<file path="config.mk">
export PLATFORM = sky130hd
export DESIGN_NAME = true_peak_stereo_limiter
export DESIGN_NICKNAME = d
export VERILOG_FILES = /design/src/tpl_pkg.sv /design/src/tpl_dp.sv /design/src/tpl_ctrl.sv /design/src/true_peak_stereo_limiter.sv
export SDC_FILE = /design/constraint.sdc
export NUM_CORES = 2
export LEC_CHECK = 0
export ABC_AREA = 1
export BUFFER_PORTS_ARGS = -buffer_cell sky130_fd_sc_hd__buf_2
export CORE_ASPECT_RATIO = 1.4
export CORE_MARGIN = 10
export CORE_UTILIZATION = 65
export DETAILED_ROUTE_END_ITERATION = 16
export PLACE_DENSITY = 0.82
export SYNTH_ARGS = -nofsm -noshare
export SYNTH_HDL_FRONTEND = slang
export SYNTH_SLANG_ARGS = --single-unit
</file>
<file path="constraint.sdc">
create_clock -name clk -period 11.7 [get_ports clk]
set_input_delay 0.585 -clock clk [delete_from_list [all_inputs] [get_ports clk]]
set_output_delay 0.585 -clock clk [all_outputs]
set_load 0.05 [all_outputs]
</file>
<file path="src/tpl_pkg.sv">
// Shared constants, codes and control types of the true-peak stereo limiter.
package tpl_pkg;

  localparam int SAMPLE_W  = 24;
  localparam int GAIN_FRAC = 23;
  localparam int GAIN_W    = GAIN_FRAC + 1;
  localparam int CEIL_W    = 23;
  localparam int COEF_W    = 24;
  localparam int CFG_W     = 24;
  localparam int CFG_IDX_W = 2;
  localparam int OS_FACTOR = 4;
  localparam int OS_SHIFT  = $clog2(OS_FACTOR);
  localparam int K_W       = OS_SHIFT;
  localparam int PEAK_W    = SAMPLE_W;
  localparam int MUL_W     = ((SAMPLE_W > COEF_W) ? SAMPLE_W : COEF_W) + 1;
  localparam int PROD_W    = 2 * MUL_W;
  localparam int QUO_W     = GAIN_FRAC;
  localparam int CNT_W     = $clog2(QUO_W);

  localparam logic [GAIN_W-1:0] GAIN_ONE = GAIN_W'(1) << GAIN_FRAC;

  localparam logic [CEIL_W-1:0] CEIL_RST    = CEIL_W'(934537);
  localparam logic [COEF_W-1:0] ATTACK_RST  = COEF_W'(342345);
  localparam logic [COEF_W-1:0] RELEASE_RST = COEF_W'(2912);

  localparam logic [CFG_IDX_W-1:0] CFG_CEILING = CFG_IDX_W'(0);
  localparam logic [CFG_IDX_W-1:0] CFG_ATTACK  = CFG_IDX_W'(1);
  localparam logic [CFG_IDX_W-1:0] CFG_RELEASE = CFG_IDX_W'(2);

  typedef enum logic [3:0] {
    OP_NONE,
    OP_CAPTURE,
    OP_LOAD_HELD,
    OP_LOAD_SELF,
    OP_PEAK,
    OP_MUL_TEST,
    OP_TEST,
    OP_DIV,
    OP_MUL_COEF,
    OP_GAIN,
    OP_MUL_L,
    OP_MUL_R,
    OP_EMIT,
    OP_HOLD,
    OP_GAIN_RESET
  } dp_op_t;

  typedef struct packed {
    dp_op_t         op;
    logic [K_W-1:0] k;
    logic           last;
  } dp_cmd_t;

  typedef struct packed {
    logic over;
  } dp_stat_t;

endpackage

</file>
<file path="src/tpl_dp.sv">
// Datapath: config registers, held pair, peak search, shared multiplier, divider, gain, output.
module tpl_dp
  import tpl_pkg::*;
(
  input  logic                        clk,
  input  logic                        rst_n,
  input  logic                        cfg_we,
  input  logic [CFG_IDX_W-1:0]        cfg_index,
  input  logic [CFG_W-1:0]            cfg_data,
  input  logic signed [SAMPLE_W-1:0]  in_left,
  input  logic signed [SAMPLE_W-1:0]  in_right,
  input  dp_cmd_t                     cmd,
  output dp_stat_t                    stat,
  output logic signed [SAMPLE_W-1:0]  out_left,
  output logic signed [SAMPLE_W-1:0]  out_right,
  output logic                        out_last
);

  localparam int GS_W = PROD_W - GAIN_FRAC + 1;
  localparam logic signed [GS_W-1:0] GS_ONE = GS_W'(GAIN_ONE);

  logic [CEIL_W-1:0]          ceil_r;
  logic [COEF_W-1:0]          atk_r;
  logic [COEF_W-1:0]          rel_r;
  logic [GAIN_W-1:0]          gain_r;

  logic signed [SAMPLE_W-1:0] new_l_r, new_r_r;
  logic signed [SAMPLE_W-1:0] held_l_r, held_r_r;
  logic signed [SAMPLE_W-1:0] x0_l_r, x0_r_r, x1_l_r, x1_r_r;
  logic [PEAK_W-1:0]          peak_r;
  logic signed [PROD_W-1:0]   mul_r;
  logic [GAIN_W-1:0]          target_r;
  logic [PEAK_W-1:0]          rem_r;
  logic signed [SAMPLE_W-1:0] res_l_r;
  logic signed [SAMPLE_W-1:0] out_l_r, out_r_r;
  logic                       out_last_r;

  logic signed [MUL_W-1:0]    mul_a, mul_b;
  logic [PEAK_W-1:0]          mag_l, mag_r, mag_max;
  logic signed [GAIN_W:0]     diff;
  logic [COEF_W-1:0]          coef_sel;
  logic                       over;
  logic [PEAK_W:0]            rem2;
  logic                       rem_ge;
  logic signed [GS_W-2:0]     step;
  logic signed [GS_W-1:0]     gsum;

  function automatic logic [PEAK_W-1:0] point_mag(
    input logic signed [SAMPLE_W-1:0] x0,
    input logic signed [SAMPLE_W-1:0] x1,
    input logic [K_W-1:0]             k
  );
    logic signed [SAMPLE_W:0]         d;
    logic signed [SAMPLE_W+K_W+1:0]   dk;
    logic signed [SAMPLE_W:0]         p;
    logic [SAMPLE_W:0]                m;
    d  = (SAMPLE_W+1)'(x1) - (SAMPLE_W+1)'(x0);
    dk = (SAMPLE_W+K_W+2)'(d) * (SAMPLE_W+K_W+2)'($signed({1'b0, k}));
    p  = (SAMPLE_W+1)'(dk >>> OS_SHIFT) + (SAMPLE_W+1)'(x0);
    m  = p[SAMPLE_W] ? $unsigned(-p) : $unsigned(p);
    return m[PEAK_W-1:0];
  endfunction

  assign mag_l   = point_mag(x0_l_r, x1_l_r, cmd.k);
  assign mag_r   = point_mag(x0_r_r, x1_r_r, cmd.k);
  assign mag_max = (mag_l > mag_r) ? mag_l : mag_r;

  assign diff     = $signed({1'b0, target_r}) - $signed({1'b0, gain_r});
  assign coef_sel = (target_r < gain_r) ? atk_r : rel_r;
  assign over     = $unsigned(mul_r) > PROD_W'({ceil_r, GAIN_FRAC'(0)});
  assign stat.over = over;

  assign rem2   = {rem_r, 1'b0};
  assign rem_ge = rem2 >= {1'b0, peak_r};

  assign step = mul_r[PROD_W-1:GAIN_FRAC];
  assign gsum = GS_W'(step) + $signed(GS_W'({1'b0, gain_r}));

  always_comb begin
    mul_a = '0;
    mul_b = '0;
    case (cmd.op)
      OP_MUL_TEST: begin
        mul_a = MUL_W'({1'b0, peak_r});
        mul_b = MUL_W'({1'b0, gain_r});
      end
      OP_MUL_COEF: begin
        mul_a = MUL_W'({1'b0, coef_sel});
        mul_b = MUL_W'(diff);
      end
      OP_MUL_L: begin
        mul_a = MUL_W'(x0_l_r);
        mul_b = MUL_W'({1'b0, gain_r});
      end
      OP_MUL_R: begin
        mul_a = MUL_W'(x0_r_r);
        mul_b = MUL_W'({1'b0, gain_r});
      end
      default: begin
        mul_a = '0;
        mul_b = '0;
      end
    endcase
  end

  always_ff @(posedge clk) begin
    if (!rst_n) begin
      ceil_r <= CEIL_RST;
      atk_r  <= ATTACK_RST;
      rel_r  <= RELEASE_RST;
      gain_r <= GAIN_ONE;
    end else begin
      if (cfg_we) begin
        unique case (cfg_index)
          CFG_CEILING: ceil_r <= cfg_data[CEIL_W-1:0];
          CFG_ATTACK:  atk_r  <= cfg_data[COEF_W-1:0];
          CFG_RELEASE: rel_r  <= cfg_data[COEF_W-1:0];
          default: ;
        endcase
      end
      if (cmd.op == OP_GAIN) begin
        if (gsum < 0) begin
          gain_r <= '0;
        end else if (gsum > GS_ONE) begin
          gain_r <= GAIN_ONE;
        end else begin
          gain_r <= gsum[GAIN_W-1:0];
        end
      end else if (cmd.op == OP_GAIN_RESET) begin
        gain_r <= GAIN_ONE;
      end
    end
  end

  always_ff @(posedge clk) begin
    case (cmd.op) inside
      OP_CAPTURE: begin
        new_l_r <= in_left;
        new_r_r <= in_right;
      end
      OP_LOAD_HELD: begin
        x0_l_r <= held_l_r;
        x0_r_r <= held_r_r;
        x1_l_r <= new_l_r;
        x1_r_r <= new_r_r;
        peak_r <= '0;
      end
      OP_LOAD_SELF: begin
        x0_l_r <= new_l_r;
        x0_r_r <= new_r_r;
        x1_l_r <= new_l_r;
        x1_r_r <= new_r_r;
        peak_r <= '0;
      end
      OP_PEAK: begin
        if (mag_max > peak_r) begin
          peak_r <= mag_max;
        end
      end
      OP_MUL_TEST, OP_MUL_COEF, OP_MUL_L: begin
        mul_r <= mul_a * mul_b;
      end
      OP_MUL_R: begin
        mul_r   <= mul_a * mul_b;
        res_l_r <= mul_r[GAIN_FRAC +: SAMPLE_W];
      end
      OP_TEST: begin
        target_r <= over ? '0 : GAIN_ONE;
        rem_r    <= PEAK_W'(ceil_r);
      end
      OP_DIV: begin
        rem_r    <= rem_ge ? rem2[PEAK_W-1:0] - peak_r : rem2[PEAK_W-1:0];
        target_r <= {target_r[GAIN_W-2:0], rem_ge};
      end
      OP_EMIT: begin
        out_l_r    <= res_l_r;
        out_r_r    <= mul_r[GAIN_FRAC +: SAMPLE_W];
        out_last_r <= cmd.last;
      end
      OP_HOLD: begin
        held_l_r <= new_l_r;
        held_r_r <= new_r_r;
      end
      default: ;
    endcase
  end

  assign out_left  = out_l_r;
  assign out_right = out_r_r;
  assign out_last  = out_last_r;

endmodule

</file>
<file path="src/tpl_ctrl.sv">
// Controller: sequences capture, peak search, limit test, division, gain update and output.
module tpl_ctrl
  import tpl_pkg::*;
(
  input  logic     clk,
  input  logic     rst_n,
  input  logic     in_valid,
  input  logic     in_last,
  output logic     in_stall,
  output logic     out_valid,
  input  logic     out_stall,
  input  dp_stat_t stat,
  output dp_cmd_t  cmd
);

  typedef enum logic [3:0] {
    S_IDLE,
    S_LOAD,
    S_PEAK,
    S_MUL_TEST,
    S_TEST,
    S_DIV,
    S_MUL_COEF,
    S_GAIN,
    S_MUL_L,
    S_MUL_R,
    S_EMIT,
    S_WRAP
  } state_t;

  state_t           state_r, state_nxt;
  logic [CNT_W-1:0] cnt_r, cnt_nxt;
  logic             holding_r, holding_nxt;
  logic             last_r, last_nxt;
  logic             self_r, self_nxt;
  logic             out_valid_r, out_valid_nxt;

  always_comb begin
    state_nxt     = state_r;
    cnt_nxt       = cnt_r;
    holding_nxt   = holding_r;
    last_nxt      = last_r;
    self_nxt      = self_r;
    out_valid_nxt = out_valid_r && out_stall;
    cmd.op        = OP_NONE;
    cmd.k         = cnt_r[K_W-1:0];
    cmd.last      = self_r;
    unique case (state_r)
      S_IDLE: begin
        if (in_valid) begin
          cmd.op   = OP_CAPTURE;
          last_nxt = in_last;
          if (holding_r) begin
            self_nxt  = 1'b0;
            state_nxt = S_LOAD;
          end else if (in_last) begin
            self_nxt  = 1'b1;
            state_nxt = S_LOAD;
          end else begin
            state_nxt = S_WRAP;
          end
        end
      end
      S_LOAD: begin
        cmd.op    = self_r ? OP_LOAD_SELF : OP_LOAD_HELD;
        cnt_nxt   = '0;
        state_nxt = S_PEAK;
      end
      S_PEAK: begin
        cmd.op = OP_PEAK;
        if (cnt_r == CNT_W'(OS_FACTOR - 1)) begin
          cnt_nxt   = '0;
          state_nxt = S_MUL_TEST;
        end else begin
          cnt_nxt = cnt_r + 1'b1;
        end
      end
      S_MUL_TEST: begin
        cmd.op    = OP_MUL_TEST;
        state_nxt = S_TEST;
      end
      S_TEST: begin
        cmd.op    = OP_TEST;
        cnt_nxt   = '0;
        state_nxt = stat.over ? S_DIV : S_MUL_COEF;
      end
      S_DIV: begin
        cmd.op = OP_DIV;
        if (cnt_r == CNT_W'(QUO_W - 1)) begin
          cnt_nxt   = '0;
          state_nxt = S_MUL_COEF;
        end else begin
          cnt_nxt = cnt_r + 1'b1;
        end
      end
      S_MUL_COEF: begin
        cmd.op    = OP_MUL_COEF;
        state_nxt = S_GAIN;
      end
      S_GAIN: begin
        cmd.op    = OP_GAIN;
        state_nxt = S_MUL_L;
      end
      S_MUL_L: begin
        cmd.op    = OP_MUL_L;
        state_nxt = S_MUL_R;
      end
      S_MUL_R: begin
        cmd.op    = OP_MUL_R;
        state_nxt = S_EMIT;
      end
      S_EMIT: begin
        if (!out_valid_r || !out_stall) begin
          cmd.op        = OP_EMIT;
          out_valid_nxt = 1'b1;
          if (!self_r && last_r) begin
            self_nxt  = 1'b1;
            state_nxt = S_LOAD;
          end else begin
            state_nxt = S_WRAP;
          end
        end
      end
      S_WRAP: begin
        if (last_r) begin
          cmd.op      = OP_GAIN_RESET;
          holding_nxt = 1'b0;
        end else begin
          cmd.op      = OP_HOLD;
          holding_nxt = 1'b1;
        end
        state_nxt = S_IDLE;
      end
      default: state_nxt = S_IDLE;
    endcase
  end

  always_ff @(posedge clk) begin
    if (!rst_n) begin
      state_r     <= S_IDLE;
      cnt_r       <= '0;
      holding_r   <= 1'b0;
      last_r      <= 1'b0;
      self_r      <= 1'b0;
      out_valid_r <= 1'b0;
    end else begin
      state_r     <= state_nxt;
      cnt_r       <= cnt_nxt;
      holding_r   <= holding_nxt;
      last_r      <= last_nxt;
      self_r      <= self_nxt;
      out_valid_r <= out_valid_nxt;
    end
  end

  assign in_stall  = (state_r != S_IDLE);
  assign out_valid = out_valid_r;

endmodule

</file>
<file path="src/true_peak_stereo_limiter.sv">
// Top level of the true-peak stereo limiter: controller plus datapath.
//
//   port group  direction  beat contents
//   in_*        input      left/right sample pair, last flag
//   out_*       output     limited left/right pair, last flag
//   cfg_*       input      register write: ceiling, attack, release
//
// A pair that finds another pair held runs the peak search and limit test, then
// the 23-step restoring divider for the target gain when the peak is over the
// ceiling, then the gain update and output; a final pair adds a second pass on
// itself. A final pair with nothing held makes one pass; any other is only held.
// The multiplier is shared, so its operations run one per cycle in sequence.
// Synchronous reset restores the register defaults and unity gain, empty hold.
// A stalled output beat parks in the output register; the block waits only
// when the next result is ready and the previous one is still not taken.
module true_peak_stereo_limiter
  import tpl_pkg::*;
(
  input  logic                       clk,
  input  logic                       rst_n,
  input  logic                       cfg_we,
  input  logic [CFG_IDX_W-1:0]       cfg_index,
  input  logic [CFG_W-1:0]           cfg_data,
  input  logic                       in_valid,
  output logic                       in_stall,
  input  logic signed [SAMPLE_W-1:0] in_left_sample,
  input  logic signed [SAMPLE_W-1:0] in_right_sample,
  input  logic                       in_last_sample,
  output logic                       out_valid,
  input  logic                       out_stall,
  output logic signed [SAMPLE_W-1:0] out_left_out,
  output logic signed [SAMPLE_W-1:0] out_right_out,
  output logic                       out_last_out
);

  dp_cmd_t  cmd;
  dp_stat_t stat;

  tpl_ctrl u_ctrl (
    .clk       (clk),
    .rst_n     (rst_n),
    .in_valid  (in_valid),
    .in_last   (in_last_sample),
    .in_stall  (in_stall),
    .out_valid (out_valid),
    .out_stall (out_stall),
    .stat      (stat),
    .cmd       (cmd)
  );

  tpl_dp u_dp (
    .clk       (clk),
    .rst_n     (rst_n),
    .cfg_we    (cfg_we),
    .cfg_index (cfg_index),
    .cfg_data  (cfg_data),
    .in_left   (in_left_sample),
    .in_right  (in_right_sample),
    .cmd       (cmd),
    .stat      (stat),
    .out_left  (out_left_out),
    .out_right (out_right_out),
    .out_last  (out_last_out)
  );

endmodule

</file>
==> flow_summary_export.csv <==
group,metric,value,unit
yosys,ys_warn_count,0,
power_and_ir_drop,leakage,28.6,nW
timing,hold_violations,0,
power_and_ir_drop,p_per_area,285,mW/mm2
final_layout,drive_gt1_frac,0.0596,
detailed_routing,drt-initial-drc-count,4472,
floorplan,ios,131,
yosys,synth_nets,8254,
worst_setup_path,reg2reg_to,"u_dp.peak_r[21]$_SDFFCE_PP0P_",
global_route,grt_pass1_wl,287000,um
floorplan,num_rows,129,
detailed_routing,drt-total-wl,189000,um
final_layout,top_register,"u_dp.mul_r",
timing,fin_skew,0.0770,ns
worst_setup_path,rrSetupSlack,0.96,ns
yosys,synth_area_per_cell,8.19,um2
global_route,grt_antenna_before_repair,19,
run,max-cap-violations,0,
power_and_ir_drop,p_seq_frac,0.173,
power_and_ir_drop,comb_power_share,0.729,
yosys,synth-edff-count,387,
detailed_routing,drtAntennaViolNets,0,
clocking,clk_pin_slew,0.08,ns
detailed_routing,dr.pass1.iters,8,
run_status,outcome,"finished clean",
placement,gp_congestion,1.06,
final_layout,fillCellCount,7147,
detailed_routing,via_count,49300,
worst_setup_path,cp_num_buf_inv,8,
timing,tightest_slew,1.16,ns
clocking,cts_resized,0,
yosys,synthCells,7025,
worst_setup_path,cp.arrival,11.10,ns
final_layout,register_area,0.0138,mm2
min_path,min_delay_path_depth,1,
worst_setup_path,critPathMaxFanout,24,
final_layout,syn_to_final_growth,6.28,%
floorplan,core-area,0.0881,mm2
worst_setup_path,r2r_cells,55,
worst_setup_path,cp.depth,55,
power_and_ir_drop,irDropWorstVdd,0.416,mV
final_layout,multi_input_area,0.0377,mm2
yosys,seq_area_frac_synth,0.239,
floorplan,die_area,0.101,mm2
floorplan,fp.dieW,271,um
timing,layout_min_cycle_time,10.74,ns
global_route,grt-ovfl-total,0,
floorplan,initial_core_util,0.653,
worst_setup_path,crit_start,"u_dp.x0_r_r[0]$_DFFE_PP_",
clocking,clock-sinks,495,
yosys,ys_ff_latch,495,
floorplan,die_h,372,um
placement,port_buffers,130,
clocking,clockBufferDepth,3,
detailed_routing,post_drt_via_cell_ratio,5.92,
power_and_ir_drop,p_total,17.4,mW
yosys,async_flop_share,0,
clocking,cts_buffers,51,
yosys,synth_ff_type,"edfxtp_1",
yosys,yosysUniqueCellTypes,61,
worst_setup_path,end_kind,"flip-flop",
timing,slew_headroom,0.223,
yosys,synth.top_cells.by_area,"fa_1 (23%), edfxtp_1 (20%), ha_1 (10%), nand2_1 (9.9%), inv_1 (9.0%)",
placement,dp_hpwl,153000,um
timing,setup_viol,0,
global_route,grt_use_total,0.375,
final_layout,largest_reg_flops,50,
worst_setup_path,reg2reg_from,"u_dp.x0_r_r[0]$_DFFE_PP_",
min_path,hold_class,"in2reg",
worst_setup_path,crit_top_cell,"nand2_1",
global_route,grt_max_degree,78,
clocking,root_buffer,"clkbuf_16",
detailed_routing,wire_per_inst,22.7,um
detailed_routing,drc,0,
timing,slew_violations,0,
worst_setup_path,crit_family,"compound AO/OA/AOI/OAI gates",
clocking,cts_setup_buffers,0,
clocking,clk-insertion-delay-late,0.70,ns
worst_setup_path,cp-start-kind,"flip-flop",
timing,max_freq,93.1,MHz
power_and_ir_drop,p_int,7.72,mW
timing,rsz0062_at_grt,"no",
clocking,cts_tree,"done",
yosys,synth_top_area_frac,0.232,
worst_setup_path,cp_data_required_time,12.05,ns
power_and_ir_drop,switching_share,0.557,
worst_setup_path,criticalPathCategory,"reg2reg",
worst_setup_path,slowest_delay,0.45,ns
power_and_ir_drop,switchingPower,9.71,mW
timing,fin_crit_sh,0.918,
yosys,netlist_area,0.0576,mm2
yosys,synth_top_area_cell,"fa_1",
min_path,min_from,"in_right_sample[21]",
clocking,postCtsHoldBufs,0,
power_and_ir_drop,clkPwrFrac,0.098,
timing,fin_tns_setup,0,ns
final_layout,fin_util,0.694,
final_layout,final_nets,8331,
clocking,htreeDepth,2,
worst_setup_path,cp-endpoint,"u_dp.peak_r[21]$_SDFFCE_PP0P_",
worst_setup_path,cp_slowest_cell,"fa_1",
global_route,first_global_vias,50400,
## stage by stage
step / setup WS, ns / instances / hold WS [ns] / area (um2)
after floorplan: 1.33 / 7025 / 0.400 / 57600
after global routing: 0.0482 / 8326 / 0.0777 / 61200
after detailed placement: 1.13 / 8228 / 0.405 / 59400
after global placement: 1.46 / 8228 / 0.401 / 59400
after CTS: 1.09 / 8323 / 0.0794 / 61100
final: 0.956 / 8331 / 0.0880 / 61200
## kinds of logic (layout without fill, tap and decap cells)
group	after synthesis	after routing	synth area share
flops	495	495	0.239
buf+inv	1581	1700	0.108
simple gates	2584	2584	0.182
fa+ha+maj	1149	1149	0.337
other cells	0	8	0
xor+xnor	207	207	0.0315
compound gates	961	961	0.0927
mux	48	48	0.00939
## routing by layer
layer	wire length, um	vias to the layer above	global-route usage
li1	-	22400	-
met1	61800	23500	0.396
met2	87800	2543	0.619
met3	17300	941	0.0841
met4	21900	4	0.350
met5	22	-	0
## worst min-delay path by stage
stage | to
after floorplan | u_dp.out_left[0]$_DFFE_PP_
after global placement | u_dp.out_left[0]$_DFFE_PP_
after detailed placement | u_dp.out_left[12]$_DFFE_PP_
after CTS | u_dp.new_r_r[21]$_DFFE_PN_
after global routing | u_dp.new_r_r[14]$_DFFE_PN_
final | u_dp.new_r_r[21]$_DFFE_PN_
## cells in the final DEF (no fill, tap or decap), types with 12 or more instances in the layout
cell          n
a21o_1       21
a21oi_1     436
a31oi_1      36
buf_2       130
buf_4        75
clkbuf_16    51
dfxtp_1     108
edfxtp_1    387
fa_1        668
ha_1        481
inv_1      1377
inv_2        19
mux2_2       48
nand2_1    1516
nand2_2      18
nand3_1     247
nand4_1      59
nor2_1      616
nor3_1       53
nor4_1       23
o211ai_1     42
o21ai_0     264
o21ai_1      40
o21ai_2      12
o21bai_1     18
o22ai_1      24
xnor2_1      76
xor2_1      130
## area by class of cell
class / instances / share of cell area
antenna: 8 / 0.000327
clock buffer: 64 / 0.0220
clock inverter: 31 / 0.00620
inverter: 1400 / 0.0859
multi-input combinational: 4949 / 0.616
sequential: 495 / 0.225
tap: 1179 / 0.0241
timing repair buffer: 205 / 0.0198
## power groups by stage
| stage | Sequential [mW] | Clock, mW | Combinational, mW |
|---|---|---|---|
| final | 3.01 | 1.71 | 12.7 |
| after global routing | 3.02 | 1.78 | 14.3 |
| after CTS | 2.99 | 1.71 | 12.5 |
| after detailed placement | 3.02 | 0 | 12.4 |
| after global placement | 3.01 | 0 | 12.2 |
| after floorplan | 2.86 | 0 | 9.07 |
## Yosys cell counts (7+ instances only)
cell,number
buf_4,34
buf_1,8
nor2_2,9
nand3b_1,11
edfxtp_1,387
fa_1,668
nor3_1,53
xnor2_1,76
dfxtp_1,108
o21ai_0,267
nor4_1,24
inv_2,19
o21ai_1,46
a211oi_1,7
o221ai_1,8
o22ai_1,24
nor2_1,621
nand2_1,1517
mux2_2,48
a21oi_1,436
a21o_1,21
o21bai_1,18
a31oi_1,36
ha_1,481
nand3_1,247
o21a_1,10
xor2_1,131
buf_2,52
clkbuf_1,78
o21ai_2,8
nand2_2,17
buf_6,9
o211ai_1,42
inv_1,1378
nand4_1,59
No activity file was read; power rests on OpenSTA's default activity.
